--- src/hw/rtl/u8v_pkg.sv ---
`default_nettype none
package u8v_pkg;

  // default depth of the queue between front and back (at least 2)
  localparam int QUEUE_DEPTH = 2;

  localparam int CP_W = 21;

  localparam logic [CP_W-1:0] CP_MIN_LEN2 = 21'h000080;
  localparam logic [CP_W-1:0] CP_MIN_LEN3 = 21'h000800;
  localparam logic [CP_W-1:0] CP_MIN_LEN4 = 21'h010000;
  localparam logic [CP_W-1:0] CP_MAX      = 21'h10ffff;
  localparam logic [CP_W-1:0] CP_SURR_LO  = 21'h00d800;
  localparam logic [CP_W-1:0] CP_SURR_HI  = 21'h00dfff;

  typedef enum logic {
    KIND_DATA = 1'b0,
    KIND_END  = 1'b1
  } kind_t;

  // byte class decided in the front
  typedef enum logic [2:0] {
    CLS_ASCII,
    CLS_LEAD2,
    CLS_LEAD3,
    CLS_LEAD4,
    CLS_CONT,
    CLS_BAD
  } byte_cls_t;

  typedef struct packed {
    kind_t      kind;
    byte_cls_t  cls;
    logic [7:0] data_byte;
  } item_t;

  typedef struct packed {
    logic full;
    logic empty;
  } q_stat_t;

endpackage
`default_nettype wire

--- src/hw/rtl/u8v_front.sv ---
`default_nettype none
module u8v_front
  import u8v_pkg::*;
(
  input  wire logic       clk,
  input  wire logic       rst_n,
  input  wire logic       in_tvalid,
  output logic            in_tready,
  input  wire logic [7:0] in_tdata,
  input  wire logic       in_tuser,
  output logic            push_valid,
  input  wire logic       push_ready,
  output item_t           push_data
);

  logic  front_valid_r;
  item_t front_item_r;
  item_t front_item_nxt;
  byte_cls_t cls;

  always_comb begin
    if (in_tdata[7] == 1'b0) begin
      cls = CLS_ASCII;
    end else if (in_tdata[7:6] == 2'b10) begin
      cls = CLS_CONT;
    end else if (in_tdata[7:5] == 3'b110) begin
      cls = CLS_LEAD2;
    end else if (in_tdata[7:4] == 4'b1110) begin
      cls = CLS_LEAD3;
    end else if (in_tdata[7:3] == 5'b11110) begin
      cls = CLS_LEAD4;
    end else begin
      cls = CLS_BAD;
    end
    front_item_nxt.kind      = kind_t'(in_tuser);
    front_item_nxt.cls       = cls;
    front_item_nxt.data_byte = in_tdata;
  end

  assign in_tready  = !front_valid_r || push_ready;
  assign push_valid = front_valid_r;
  assign push_data  = front_item_r;

  always_ff @(posedge clk) begin
    if (!rst_n) begin
      front_valid_r <= 1'b0;
    end else if (in_tvalid && in_tready) begin
      front_valid_r <= 1'b1;
    end else if (push_ready) begin
      front_valid_r <= 1'b0;
    end
  end

  always_ff @(posedge clk) begin
    if (in_tvalid && in_tready) begin
      front_item_r <= front_item_nxt;
    end
  end

endmodule
`default_nettype wire

--- src/hw/rtl/u8v_queue.sv ---
`default_nettype none
module u8v_queue
  import u8v_pkg::*;
#(
  parameter int DEPTH = QUEUE_DEPTH
)(
  input  wire logic  clk,
  input  wire logic  rst_n,
  input  wire logic  push_valid,
  output logic       push_ready,
  input  wire item_t push_data,
  output logic       pop_valid,
  input  wire logic  pop_ready,
  output item_t      pop_data,
  output q_stat_t    stat
);

  localparam int AW = $clog2(DEPTH);
  localparam int CW = $clog2(DEPTH + 1);

  item_t          mem [DEPTH];
  logic [AW-1:0]  wr_ptr_r;
  logic [AW-1:0]  rd_ptr_r;
  logic [CW-1:0]  cnt_r;
  logic           do_push;
  logic           do_pop;

  assign stat.full  = (cnt_r == CW'(DEPTH));
  assign stat.empty = (cnt_r == '0);
  assign push_ready = !stat.full;
  assign pop_valid  = !stat.empty;
  assign pop_data   = mem[rd_ptr_r];
  assign do_push    = push_valid && push_ready;
  assign do_pop     = pop_valid && pop_ready;

  always_ff @(posedge clk) begin
    if (!rst_n) begin
      wr_ptr_r <= '0;
      rd_ptr_r <= '0;
      cnt_r    <= '0;
    end else begin
      if (do_push) begin
        wr_ptr_r <= (wr_ptr_r == AW'(DEPTH - 1)) ? '0 : wr_ptr_r + AW'(1);
      end
      if (do_pop) begin
        rd_ptr_r <= (rd_ptr_r == AW'(DEPTH - 1)) ? '0 : rd_ptr_r + AW'(1);
      end
      if (do_push && !do_pop) begin
        cnt_r <= cnt_r + CW'(1);
      end else if (do_pop && !do_push) begin
        cnt_r <= cnt_r - CW'(1);
      end
    end
  end

  always_ff @(posedge clk) begin
    if (do_push) begin
      mem[wr_ptr_r] <= push_data;
    end
  end

endmodule
`default_nettype wire

--- src/hw/rtl/u8v_back.sv ---
`default_nettype none
module u8v_back
  import u8v_pkg::*;
(
  input  wire logic  clk,
  input  wire logic  rst_n,
  input  wire logic  pop_valid,
  output logic       pop_ready,
  input  wire item_t pop_data,
  output logic       out_tvalid,
  input  wire logic  out_tready,
  output logic [7:0] out_tdata
);

  logic [1:0]      pending_r, pending_nxt;
  logic [1:0]      seq_len_r, seq_len_nxt;
  logic [CP_W-1:0] acc_r, acc_nxt;
  logic            err_r, err_nxt;
  logic            out_valid_r;
  logic            res_r;
  logic [CP_W-1:0] acc_shift;
  logic [CP_W-1:0] cp_min;
  logic            cp_bad;
  logic            take;
  logic            is_end;

  assign is_end    = (pop_data.kind == KIND_END);
  assign pop_ready = !is_end || !out_valid_r || out_tready;
  assign take      = pop_valid && pop_ready;

  assign acc_shift = {acc_r[CP_W-7:0], pop_data.data_byte[5:0]};

  always_comb begin
    case (seq_len_r)
      2'd1:    cp_min = CP_MIN_LEN2;
      2'd2:    cp_min = CP_MIN_LEN3;
      default: cp_min = CP_MIN_LEN4;
    endcase
    cp_bad = (acc_shift < cp_min) || (acc_shift > CP_MAX) ||
             ((acc_shift >= CP_SURR_LO) && (acc_shift <= CP_SURR_HI));
  end

  always_comb begin
    pending_nxt = pending_r;
    seq_len_nxt = seq_len_r;
    acc_nxt     = acc_r;
    err_nxt     = err_r;
    if (is_end) begin
      pending_nxt = '0;
      seq_len_nxt = '0;
      acc_nxt     = '0;
      err_nxt     = 1'b0;
    end else if (pending_r != 2'd0) begin
      if (pop_data.cls != CLS_CONT) begin
        err_nxt     = 1'b1;
        pending_nxt = '0;
        seq_len_nxt = '0;
        acc_nxt     = '0;
      end else if (pending_r == 2'd1) begin
        // last byte of the sequence
        if (cp_bad) begin
          err_nxt = 1'b1;
        end
        pending_nxt = '0;
        seq_len_nxt = '0;
        acc_nxt     = '0;
      end else begin
        pending_nxt = pending_r - 2'd1;
        acc_nxt     = acc_shift;
      end
    end else begin
      unique case (pop_data.cls)
        CLS_ASCII: ;
        CLS_LEAD2: begin
          pending_nxt = 2'd1;
          seq_len_nxt = 2'd1;
          acc_nxt     = CP_W'(pop_data.data_byte[4:0]);
        end
        CLS_LEAD3: begin
          pending_nxt = 2'd2;
          seq_len_nxt = 2'd2;
          acc_nxt     = CP_W'(pop_data.data_byte[3:0]);
        end
        CLS_LEAD4: begin
          pending_nxt = 2'd3;
          seq_len_nxt = 2'd3;
          acc_nxt     = CP_W'(pop_data.data_byte[2:0]);
        end
        default: err_nxt = 1'b1;
      endcase
    end
  end

  always_ff @(posedge clk) begin
    if (!rst_n) begin
      pending_r   <= '0;
      seq_len_r   <= '0;
      acc_r       <= '0;
      err_r       <= 1'b0;
      out_valid_r <= 1'b0;
    end else begin
      if (take) begin
        pending_r <= pending_nxt;
        seq_len_r <= seq_len_nxt;
        acc_r     <= acc_nxt;
        err_r     <= err_nxt;
      end
      if (take && is_end) begin
        out_valid_r <= 1'b1;
      end else if (out_tready) begin
        out_valid_r <= 1'b0;
      end
    end
  end

  always_ff @(posedge clk) begin
    if (take && is_end) begin
      res_r <= !err_r && (pending_r == 2'd0);
    end
  end

  assign out_tvalid = out_valid_r;
  assign out_tdata  = {7'd0, res_r};

endmodule
`default_nettype wire

--- src/hw/rtl/utf8_stream_validator.sv ---
`default_nettype none
// path: an end-of-string item accepted on the input passes the front register, the queue
//   and the back state update before its verdict shows on out_*
// throughput: one item per cycle while no unread verdict on out_* holds the back
// only end-of-string items give a result; data bytes give none
// reset: synchronous active-low rst_n empties the front register, the queue and the
//   output register, and clears the decoder state and the sticky error flag
module utf8_stream_validator
  import u8v_pkg::*;
#(
  parameter int DEPTH = QUEUE_DEPTH
)(
  input  wire logic       clk,
  input  wire logic       rst_n,
  input  wire logic       in_tvalid,
  output logic            in_tready,
  input  wire logic [7:0] in_tdata,   // [7:0] data_byte
  input  wire logic       in_tuser,   // [0] kind (1 = end of string)
  output logic            out_tvalid,
  input  wire logic       out_tready,
  output logic [7:0]      out_tdata   // [0] valid_res, [7:1] zero
);

  // front to queue
  logic    push_valid;
  logic    push_ready;
  item_t   push_data;
  // queue to back
  logic    pop_valid;
  logic    pop_ready;
  item_t   pop_data;
  q_stat_t q_stat;

  // front: registers the item and classifies the byte
  u8v_front u_front (
    .clk        (clk),
    .rst_n      (rst_n),
    .in_tvalid  (in_tvalid),
    .in_tready  (in_tready),
    .in_tdata   (in_tdata),
    .in_tuser   (in_tuser),
    .push_valid (push_valid),
    .push_ready (push_ready),
    .push_data  (push_data)
  );

  // short queue so that an output stall does not reach the input at once
  u8v_queue #(
    .DEPTH (DEPTH)
  ) u_queue (
    .clk        (clk),
    .rst_n      (rst_n),
    .push_valid (push_valid),
    .push_ready (push_ready),
    .push_data  (push_data),
    .pop_valid  (pop_valid),
    .pop_ready  (pop_ready),
    .pop_data   (pop_data),
    .stat       (q_stat)
  );

  // back: sequence decoder, sticky error flag and the output register
  u8v_back u_back (
    .clk        (clk),
    .rst_n      (rst_n),
    .pop_valid  (pop_valid),
    .pop_ready  (pop_ready),
    .pop_data   (pop_data),
    .out_tvalid (out_tvalid),
    .out_tready (out_tready),
    .out_tdata  (out_tdata)
  );

  // queue cannot be full and empty at once
  a_q_stat: assert property (@(posedge clk) disable iff (!rst_n)
    !(q_stat.full && q_stat.empty))
    else $error("queue full and empty together");

  // back takes an item only when the queue holds one
  a_pop_nonempty: assert property (@(posedge clk) disable iff (!rst_n)
    (pop_valid && pop_ready) |-> !q_stat.empty)
    else $error("pop from empty queue");

  // a new result follows the take of an end-of-string item
  a_result_source: assert property (@(posedge clk) disable iff (!rst_n)
    $rose(out_tvalid) |-> $past(pop_valid && pop_ready && (pop_data.kind == KIND_END)))
    else $error("result without end item");

  // a full queue with a held front item stalls the input
  a_input_stall: assert property (@(posedge clk) disable iff (!rst_n)
    (push_valid && q_stat.full) |-> !in_tready)
    else $error("input accepted while front is blocked");

endmodule
`default_nettype wire

--- config.mk ---
export PLATFORM = sky130hd
export DESIGN_NAME = utf8_stream_validator
export DESIGN_NICKNAME = d
export VERILOG_FILES = /design/src/hw/rtl/u8v_pkg.sv /design/src/hw/rtl/u8v_front.sv /design/src/hw/rtl/u8v_queue.sv /design/src/hw/rtl/u8v_back.sv /design/src/hw/rtl/utf8_stream_validator.sv
export SDC_FILE = /design/constraint.sdc
export NUM_CORES = 1
export LEC_CHECK = 0
export ABC_AREA = 1
export BUFFER_PORTS_ARGS = -buffer_cell sky130_fd_sc_hd__buf_2
export CORE_AREA = 2 2 85 87
export DETAILED_ROUTE_END_ITERATION = 7
export DIE_AREA = 0 0 87 89
export GPL_ROUTABILITY_DRIVEN = 0
export GPL_TIMING_DRIVEN = 0
export PLACE_DENSITY = 0.59
export SKIP_CTS_REPAIR_TIMING = 1
export SLEW_MARGIN = 25
export SYNTH_ARGS = -nofsm -noshare
export SYNTH_HDL_FRONTEND = slang
export SYNTH_HIERARCHICAL = 1
export SYNTH_SLANG_ARGS = --single-unit
--- constraint.sdc ---
create_clock -name clk -period 1.75 [get_ports clk]
set_input_delay 0.0875 -clock clk [delete_from_list [all_inputs] [get_ports clk]]
set_output_delay 0.0875 -clock clk [all_outputs]
set_load 0.02 [all_outputs]
==> summary.txt <==
Outcome -> finished, violations left
Failing checks -> negative setup slack
Number of DRC markers in iteration 0 -> 84
1st-pass router iterations -> 4
Critical-path top delay cell -> mux2_2
Crit path time final -> 1.813 ns
Clock Skews -> 0.007230 ns
CP cell instances -> buf_6, mux2_2, o211ai_4, nand2_8, buf_4, a22oi_1, nor2_1
VDD IR-drop max -> 0.8900 mV
P_leak -> 0.001367 µW
Top-Level Pins -> 23
Post-DR vias/cell -> 4.594
DP HPWL -> 3.157 mm
Critical path class -> reg -> reg
Reg2reg path depth -> 7
Worst EP required -> 1.98 ns
Syn-to-layout area delta -> 22.63%
CTS root buf -> clkbuf_8
Total grt overflow -> 0
Power Dens Cells -> 1434 mW/mm²
CP startpoint kind -> register
Final period util -> 103.6%
Max stage delay on crit path -> 0.40 ns
Die width -> 87 µm
CTS tree -> built
Hold Path Cell Cnt -> 3
Setup tns final -> -0.4396 ns
# port buffers -> 15
R2R Setup Slk -> -0.06 ns
Hold Vio Cnt, Final -> 0
Die Ht -> 89 µm
Num rows -> 30
YS warnings -> 6
Total GRT Usage -> 13.32%
Placed cells -> 380
Post-Synthesis Cells -> 279
Post-Layout Cell Count -> 411
CP bufs+invs -> 2
Share of layout cells above drive strength 1 -> 28.70%
Avg Cell Area, Syn -> 9.610 µm²
CTS Buffer Depth -> 2
Crit path max-delay family -> compound AO/OA/AOI/OAI gates
Final slew viol count -> 0
Tightest Pin Transition -> 0.5524 ns
Htree depth -> 3
Routed WL per cell -> 11.56 µm
Largest net degree at the start of global routing -> 11
Final-report setup violation count -> 18
CP Capture Type -> register
Total Nets Final -> 346
Clock sinks -> 58
WL final -> 4.751 mm
Clock-pin slew on the worst setup and hold paths -> 0.06 ns
Hold endpoint -> u_front/push_valid$_SDFFE_PN0P_
Power, Total -> 4714 µW
Max-Cap Viols -> 0
Die area -> 0.007743 mm²
Hold WC Path Type -> in -> reg
Residual DRC count -> 0
Crit path max fanout -> 5
First-pass GRT wire length -> 7.755 mm
Worst-Skew Late Latency -> 0.33 ns
Critical path arrival -> 2.04 ns
Dpl ws -> -0.1921 ns
Initial antenna violation count -> 0
Fmax achieved -> 0.5515 GHz
Routed Antenna Nets -> 0
Reg2reg end -> u_back/acc_r[0]$_SDFFE_PN0P_
Total CTS buffers -> 9
Via count of the first global-routing pass -> 1,758
Slew headroom -> 63.13%
Initial Util -> 39.91%
Final worst slack -> -0.06322 ns
Cell Area, Synth -> 0.002681 mm²
CORE AREA -> 0.006719 mm²
Ant diodes -> 0
Hold wc startpoint -> in_tvalid
RSZ-0062 raised after global routing -> yes
Routed via count -> 1,888
-- stage by stage --
stage / utilization, % / instance area, µm² / hold WS (ns)
after floorplan: - / 2704 / 0.1864
after global placement: 42.85 / 2879 / 0.2647
after detailed placement: 42.85 / 2879 / 0.2656
after CTS: 45.61 / 3064 / -0.09215
after global routing: 48.94 / 3288 / 0.04289
final: 48.94 / 3288 / 0.04257
-- cell usage in the layout, fill, tap and decap left out, types with 2 or more instances in the layout --
cell type	n
nand2_1	49
inv_1	36
edfxtp_1	31
nor2_1	25
dfxtp_1	25
a21oi_1	20
buf_2	15
buf_4	14
clkbuf_8	10
dlygate4sd3_1	7
inv_2	7
conb_1	7
mux2_2	7
nor2_2	6
nor3_1	5
nand2_2	5
nand4_1	5
nand3_1	5
o21ai_0	5
ha_1	5
nor2_4	4
a22oi_1	4
clkinv_1	3
clkinvlp_4	3
a21oi_2	3
mux2_4	3
o21ai_1	2
buf_6	2
ha_4	2
dfxtp_2	2
-- sequential cells by signal, indices dropped and copies added, names as in the netlist, 2 cells and up, named ones only --
signal and flops:
u_back/seq_len_r 2, u_queue/cnt_r 2, u_front/push_data 10, u_back/acc_r 15, u_queue/mem 20, u_back/pending_r 2
-- cell type report --
type                       count  area (µm²)
buffer                        11       96.34
timing repair buffer          28       190.2
inverter                      45       172.7
clock buffer                  10       127.6
clock inverter                 6       57.56
fill                         632        3431
tap                           80       100.1
sequential                    58        1474
multi-input combinational    173        1070
-- worst max-delay path by stage --
stage	from	end	slack, ns	cells past startpoint
3_3_place_gp	register	u_back/acc_r[9]$_SDFFE_PN0P_	-0.18	9
2_1_floorplan	register	u_back/acc_r[10]$_SDFFE_PN0P_	0.008	9
4_1_cts	register	u_back/acc_r[7]$_SDFFE_PN0P_	-0.20	9
3_5_place_dp	register	u_back/acc_r[9]$_SDFFE_PN0P_	-0.19	9
6_report	register	u_back/acc_r[0]$_SDFFE_PN0P_	-0.06	7
5_1_grt	register	u_back/acc_r[11]$_SDFFE_PN0P_	-0.16	9
-- metal layers --
layer / vias up / GRT usage (%) / wire [µm]
met4: 0 / 5.540 / 68
met3: 7 / 5.817 / 178
met2: 26 / 22.07 / 2409
met1: 856 / 15.11 / 2095
li1: 999 / - / -
met5: - / 0 / 0
-- tightest hold or removal path, stage by stage --
cell      delay, ns
buf_2          0.08
inv_1          0.06
a21boi_2       0.12
-- power breakdown --
part | internal (µW) | switching [µW] | total (µW)
clock | 645 | 517 | 1160
sequential | 1670 | 133 | 1800
combinational | 728 | 1020 | 1750
total | 3040 | 1670 | 4710
Note: power is estimated with default switching activity, not from simulation.
